### src/hw/rtl/psi_pkg.sv
// ----------------------------------------------------------------------------
// psi_pkg
// Shared types and constants for the power series inverse block.
// ----------------------------------------------------------------------------
package psi_pkg;

	localparam int MAX_TERMS = 32;
	localparam int COEFF_W   = 31;
	localparam int IDX_W     = $clog2(MAX_TERMS);
	localparam int CNT_W     = IDX_W + 1;
	localparam int STEP_W    = $clog2(COEFF_W);
	localparam int LVL_W     = 3;
	localparam int TT_W      = 6;

	typedef logic [COEFF_W-1:0] coeff_t;
	typedef logic [CNT_W-1:0]   cnt_t;
	typedef logic [IDX_W-1:0]   idx_t;

	typedef enum logic [0:0] {
		REG_MODULUS = 1'b0,
		REG_TARGET  = 1'b1
	} reg_idx_t;

	typedef enum logic [4:0] {
		OP_NONE,
		OP_LATCH_IN,
		OP_RED_START,
		OP_SER_WRITE,
		OP_EU_INIT,
		OP_DIV_START,
		OP_EU_MUL_START,
		OP_EU_STEP,
		OP_NW_INIT,
		OP_CV_READ,
		OP_CV_MUL_START,
		OP_CV_ACC,
		OP_CV_WRITE,
		OP_PHASE2,
		OP_LEVEL_NEXT,
		OP_OUT_READ,
		OP_OUT_LOAD,
		OP_OUT_FAIL,
		OP_CLEAR
	} op_t;

	typedef enum logic [4:0] {
		ST_IDLE,
		ST_LOAD_CHK,
		ST_RED_WAIT,
		ST_SER_WR,
		ST_EU_INIT,
		ST_EU_TEST,
		ST_EU_DIV_WAIT,
		ST_EU_MUL,
		ST_EU_MUL_WAIT,
		ST_EU_STEP,
		ST_EU_END,
		ST_CV_READ,
		ST_CV_MUL,
		ST_CV_WAIT,
		ST_CV_ACC,
		ST_CV_WRITE,
		ST_LVL_END,
		ST_OUT_READ,
		ST_OUT_WAIT,
		ST_FAIL,
		ST_CLEAR
	} state_t;

	typedef struct packed {
		op_t  op;
		logic in_ready;
	} cmd_t;

	typedef struct packed {
		logic load_full;
		logic last;
		logic r1_zero;
		logic r0_one;
		logic mul_done;
		logic div_done;
		logic j_end;
		logic i_end;
		logic phase;
		logic k_zero;
		logic no_levels;
		logic out_full;
		logic out_last;
	} status_t;

	// number of doubling levels, ceil(log2(n)) for n in 1..MAX_TERMS
	function automatic logic [LVL_W-1:0] level_count(input cnt_t n);
		logic [LVL_W-1:0] l;
		l = '0;
		for (int s = 0; s < IDX_W; s++) begin
			if ({1'b0, n} > (CNT_W+1)'(1 << s))
				l = LVL_W'(s + 1);
		end
		return l;
	endfunction

endpackage

### src/hw/rtl/psi_ctrl.sv
// ----------------------------------------------------------------------------
// psi_ctrl
// Sequencer: load, constant term inverse, Newton levels, result output.
// ----------------------------------------------------------------------------
module psi_ctrl import psi_pkg::*; (
	input  logic    clk,
	input  logic    arst_n,
	input  logic    in_valid,
	input  status_t st,
	output cmd_t    cmd
);

	state_t state_q, state_d;

	always_ff @(posedge clk or negedge arst_n) begin
		if (!arst_n)
			state_q <= ST_IDLE;
		else
			state_q <= state_d;
	end

	always_comb begin
		state_d      = state_q;
		cmd.op       = OP_NONE;
		cmd.in_ready = 1'b0;
		case (state_q)
			ST_IDLE: begin
				cmd.in_ready = 1'b1;
				if (in_valid) begin
					cmd.op  = OP_LATCH_IN;
					state_d = ST_LOAD_CHK;
				end
			end
			ST_LOAD_CHK: begin
				if (!st.load_full) begin
					cmd.op  = OP_RED_START;
					state_d = ST_RED_WAIT;
				end else if (st.last)
					state_d = ST_EU_INIT;
				else
					state_d = ST_IDLE;
			end
			ST_RED_WAIT:
				if (st.mul_done)
					state_d = ST_SER_WR;
			ST_SER_WR: begin
				cmd.op  = OP_SER_WRITE;
				state_d = st.last ? ST_EU_INIT : ST_IDLE;
			end
			ST_EU_INIT: begin
				cmd.op  = OP_EU_INIT;
				state_d = ST_EU_TEST;
			end
			ST_EU_TEST: begin
				if (st.r1_zero)
					state_d = ST_EU_END;
				else begin
					cmd.op  = OP_DIV_START;
					state_d = ST_EU_DIV_WAIT;
				end
			end
			ST_EU_DIV_WAIT:
				if (st.div_done)
					state_d = ST_EU_MUL;
			ST_EU_MUL: begin
				cmd.op  = OP_EU_MUL_START;
				state_d = ST_EU_MUL_WAIT;
			end
			ST_EU_MUL_WAIT:
				if (st.mul_done)
					state_d = ST_EU_STEP;
			ST_EU_STEP: begin
				cmd.op  = OP_EU_STEP;
				state_d = ST_EU_TEST;
			end
			ST_EU_END: begin
				if (st.r0_one) begin
					cmd.op  = OP_NW_INIT;
					state_d = st.no_levels ? ST_OUT_READ : ST_CV_READ;
				end else
					state_d = ST_FAIL;
			end
			ST_CV_READ: begin
				cmd.op  = OP_CV_READ;
				state_d = ST_CV_MUL;
			end
			ST_CV_MUL: begin
				cmd.op  = OP_CV_MUL_START;
				state_d = ST_CV_WAIT;
			end
			ST_CV_WAIT:
				if (st.mul_done)
					state_d = ST_CV_ACC;
			ST_CV_ACC: begin
				cmd.op  = OP_CV_ACC;
				state_d = st.j_end ? ST_CV_WRITE : ST_CV_READ;
			end
			ST_CV_WRITE: begin
				cmd.op  = OP_CV_WRITE;
				state_d = st.i_end ? ST_LVL_END : ST_CV_READ;
			end
			ST_LVL_END: begin
				if (!st.phase) begin
					cmd.op  = OP_PHASE2;
					state_d = ST_CV_READ;
				end else begin
					cmd.op  = OP_LEVEL_NEXT;
					state_d = st.k_zero ? ST_OUT_READ : ST_CV_READ;
				end
			end
			ST_OUT_READ: begin
				cmd.op  = OP_OUT_READ;
				state_d = ST_OUT_WAIT;
			end
			ST_OUT_WAIT:
				if (!st.out_full) begin
					cmd.op  = OP_OUT_LOAD;
					state_d = st.out_last ? ST_CLEAR : ST_OUT_READ;
				end
			ST_FAIL:
				if (!st.out_full) begin
					cmd.op  = OP_OUT_FAIL;
					state_d = ST_CLEAR;
				end
			ST_CLEAR: begin
				cmd.op  = OP_CLEAR;
				state_d = ST_IDLE;
			end
			default:
				state_d = ST_IDLE;
		endcase
	end

endmodule

### config.mk
export PLATFORM = sky130hd
export DESIGN_NAME = psi_ctrl
export DESIGN_NICKNAME = d
export VERILOG_FILES = /design/src/hw/rtl/psi_pkg.sv /design/src/hw/rtl/psi_ctrl.sv
export SDC_FILE = /design/constraint.sdc
export NUM_CORES = 1
export LEC_CHECK = 0
export BUFFER_PORTS_ARGS = -buffer_cell sky130_fd_sc_hd__buf_2
export CELL_PAD_IN_SITES_DETAIL_PLACEMENT = 0
export CELL_PAD_IN_SITES_GLOBAL_PLACEMENT = 1
export CORE_UTILIZATION = 39
export DETAILED_ROUTE_END_ITERATION = 8
export PLACE_DENSITY = 0.88
export SYNTH_ARGS = -nofsm -noshare
export SYNTH_HDL_FRONTEND = slang
export SYNTH_SLANG_ARGS = --single-unit
### constraint.sdc
create_clock -name clk -period 4.9 [get_ports clk]
set_input_delay 0.49 -clock clk [delete_from_list [all_inputs] [get_ports clk]]
set_output_delay 0.49 -clock clk [all_outputs]
set_load 0.05 [all_outputs]
Word level (Yosys, flattened, before mapping). Index checks and enable logic that the tools add are counted.

Word-level logic and storage cells: 58. Bits in registers: 5. Output and inout port bits: 6. Bits of input ports: 16.

Multiplexer cells: 27. Equality and inequality tests: 27. Reduce and logical (&&, ||, !) cells: 3.

Operator list (count): case mux 5 bit (19 select lines) (1); case mux 5 bit (17 select lines) (1); two-way mux 5 bit (15); == test 5 x 4 -> 1 bit (second input constant) (8); == test 5 bit (second input constant) (5); == test 5 x 3 -> 1 bit (second input constant) (4); != test 2 bit (second input constant) (7); two-way mux 3 bit (4); == test 5 x 2 -> 1 bit (second input constant) (2); two-way mux 4 bit (2); AND reduction 7 bit (1); == test 5 x 1 -> 1 bit (second input constant) (1); logical NOT 5 bit (1); two-way mux 2 bit (2); two-way mux 1 bit (2); OR reduction 2 bit (1).

Depth between registers and ports, before layout.
Depth in word-level cells: 3. Gate-level depth with buffers: 6. Mapped depth without buffers: 4.

Least setup slack after synthesis. No wires, ideal clock.

Kind: reg2out. From: register state_q[2]. To: output cmd[4] (netlist name). Buffers on the path: 2. Data arrival time: 2.122 ns. Cell stages (with the launch flop): 5. Required time: 4.410 ns. Path slack: 2.288 ns. Path through: dfrtp_1 > buf_2 > clkbuf_1 > or2_2 > o21ai_0.

RTL lines: start, declared (line psi_ctrl.sv:13) `state_t state_q, state_d;`; start signal, assigned (line psi_ctrl.sv:19) `state_q <= state_d;`; end, declared (line psi_ctrl.sv:10) `output cmd_t cmd`.

==> flow_summary.yaml <==
flow_run:
  drv_cap: 0
critical_path:
  cp.required_ps: 4410
  criticalPathCategory: "reg -> out"
  cp_slowest_cell: "dfrtp_1"
  crit_path_start: "state_q[0]$_DFFE_PN0P_"
  slowest_delay_ps: 870
  r2r_start: "state_q[0]$_DFFE_PN0P_"
  cp-start-kind: "flop"
  arrival_ps: 2100
  crit_buf_inv: 1
  crit_family: "flip-flops"
  worstPathCellList: "nor2b_1 > a22o_1 > a21oi_1 > o22ai_1 > buf_2"
  critPathCaptureType: "primary output"
  cp_max_fo: 29
synth:
  synth_seq_cells: 5
  ys.flop_type: "dfrtp_1"
  synthDistinctLibCells: 39
  syn_area_sq_um: 812.0
  syn-num-nets: 130
  ys_seq_area_frac: 0.1541
  synth_largest_area_cell: "dfrtp_1"
  synthTopCellsByCount: "10 x nand2_1, 10 x nand2b_1, 10 x nor2_1"
  yosys_warnings: 0
  synth.avg_cell_area_sq_um: 7.123
  async_reset_ff_frac: 1.000
  synth_top_area_frac: 0.1541
  synth_edf_count: 0
  syn-instance-count: 114
  synthTopCellsByArea: "dfrtp_1 15%, nand2b_1 7.7%, buf_2 4.9%"
route:
  route.detailed.drc: 0
  drt-total-wl_mm: 2.321
  drtPass1Iterations: 4
  via_per_inst: 5.859
  wl_per_cell_microns: 14.88
  vias: 914
  antenna_left: 0
  first_iter_violations: 19
cts:
  cts_hold_buf: 0
  cts_root_buf: "clkbuf_4"
  cts.htree.levels: 1
  cts_tree: "done"
  cts_sinks: 5
  post_cts_buffers: 0
  clock_latency_ps: 250
  cts_made_buffers: 3
  clockBufferDepth: 2
  clk_pin_slew_worst_paths_ps: 50
  post_cts_resized: 0
power:
  powerDensity_nw_per_um2: 702.4
  peakVddDrop_mv: 0.2976
  leakagePower_nw: 0.3857
timing:
  fin_crit_sh: 0.5290
  max_slew_margin: 0.4586
  rsz0062_at_grt: "no"
  hold_viol: 0
  fin_setup_tns_ps: 0
  finalCriticalPeriod_ps: 2592
  report.final.setup_viol: 0
  slew_viol_final: 0
  skew_ps: 4.253
  fmax_mhz: 385.8
  setup_ws_ps: 2308
  tightest_slew_ps: 812.1
placement:
  dp.cells: 152
  numPortBuffers: 21
  hpwl_mm: 1.630
  pre_cts_slack_ps: 2615
  routabilityCongestion: 0.8210
  placed_area_sq_um: 903.4
die:
  die_w_microns: 47.63
  core_region_area_sq_um: 1962
  die_h_microns: 47.63
  rows: 16
  start_util: 0.4139
  dieArea_sq_um: 2269
  io_pins: 22
global_route:
  grt_pass1_wl_mm: 3.622
  antenna_found_initial: 0
  grt_pass1_vias: 794
  grt_max_degree: 30
  grt.overflow.total: 0
  track_usage: 0.2264
worst_hold_path:
  min_path_type: "in -> async"
cells_and_area:
  area_delta_synth_final_pct: 14.48
  largest_reg_flops: 5
  largestRegisters: "state_q: 5 flops"
  fin_area_sq_um: 929.6
  top_register: "state_q"
  fin_cells: 156
  fin_nets: 146
  nFillCells: 227
  antenna_cells: 0
  drive_above_1_share: 0.2403
  multi_input_area_sq_um: 624.3
  final-seq-area_sq_um: 125.1
status:
  status: "completed"
==> cell families (layout without fill, tap and decap cells) <==
group	count (synthesis)	after routing	synth area share
and+or+nand+nor	51	51	0.3482
xor gates and xnor gates	2	2	0.02158
AOI/OAI and AO/OA	40	40	0.3713
DFF	5	5	0.1541
muxes	2	2	0.02773
buffers and inverters	14	29	0.07704
==> worst register-to-register path, stage by stage (launching register included) <==
cell and delay (ps):
dfrtp_1 670, nor2b_2 360, a32o_2 330, a2111oi_4 430
mux2_1 370
==> metal layers <==
layer  share of wire  wire length (microns)  GRT usage
met2            0.49                   1146     0.3836
met1            0.46                   1070     0.3159
met4          0.0090                     21    0.05556
met3           0.035                     82    0.01132
met5               0                      0          0
==> per-stage QoR <==
step | power (W) | hold slack (ps) | utilization
after global routing | 0.0007012 | 46.93 | 0.4739
after CTS | 0.0006518 | 40.64 | 0.4739
after floorplan | 0.0005127 | 194.4 | -
final | 0.0006530 | 41.58 | 0.4739
after detailed placement | 0.0005986 | 309.4 | 0.4605
after global placement | 0.0005907 | 305.4 | 0.4605
==> where the power goes <==
part	internal (W)	switching [W]	leakage, nW	total [W]
clock network	0.0000310	0.0000204	0.0150	0.0000514
registers	0.0000576	0.000101	0.0635	0.000158
logic	0.000181	0.000262	0.307	0.000443
total	0.000270	0.000383	0.386	0.000653
==> placed cells by master, fill, tap and decap left out, types with 2 or more instances in the layout <==
cell	synthesis	final
mux2_1	2	2
nor2_1	10	10
o211ai_1	3	3
clkbuf_4	0	3
a21boi_0	2	2
buf_2	8	21
nor2b_1	2	2
o221ai_1	2	2
nor3_1	5	5
o21ai_0	7	7
a211oi_1	3	3
or3_1	2	2
o22a_1	4	4
o22ai_1	3	3
dfrtp_1	5	5
nor3b_1	2	2
a21oi_1	7	7
or2_2	2	2
nand2b_1	10	10
inv_1	4	4
nand4_1	2	2
nand2_1	10	10
==> final timing paths <==
kind                       cells after the start  slack [ps]                      to
setup / recovery                               5        2310                  cmd[3]
hold / removal                                 1          40  state_q[0]$_DFFE_PN0P_
setup reg to reg                               4        2620  state_q[0]$_DFFE_PN0P_
hold reg to reg                                2         850  state_q[3]$_DFFE_PN0P_
max in group asynchronous                      1        4720  state_q[3]$_DFFE_PN0P_
min in group clk                               3         600  state_q[4]$_DFFE_PN0P_
==> cell type report <==
| class | count | share of cell area |
|---|---|---|
| clock buffer | 4 | 0.02826 |
| multi-input combinational | 95 | 0.6716 |
| timing repair buffer | 21 | 0.1131 |
| tap | 27 | 0.03634 |
| inverter | 4 | 0.01615 |
| sequential | 5 | 0.1346 |
Note: power is estimated with default switching activity, not from simulation.
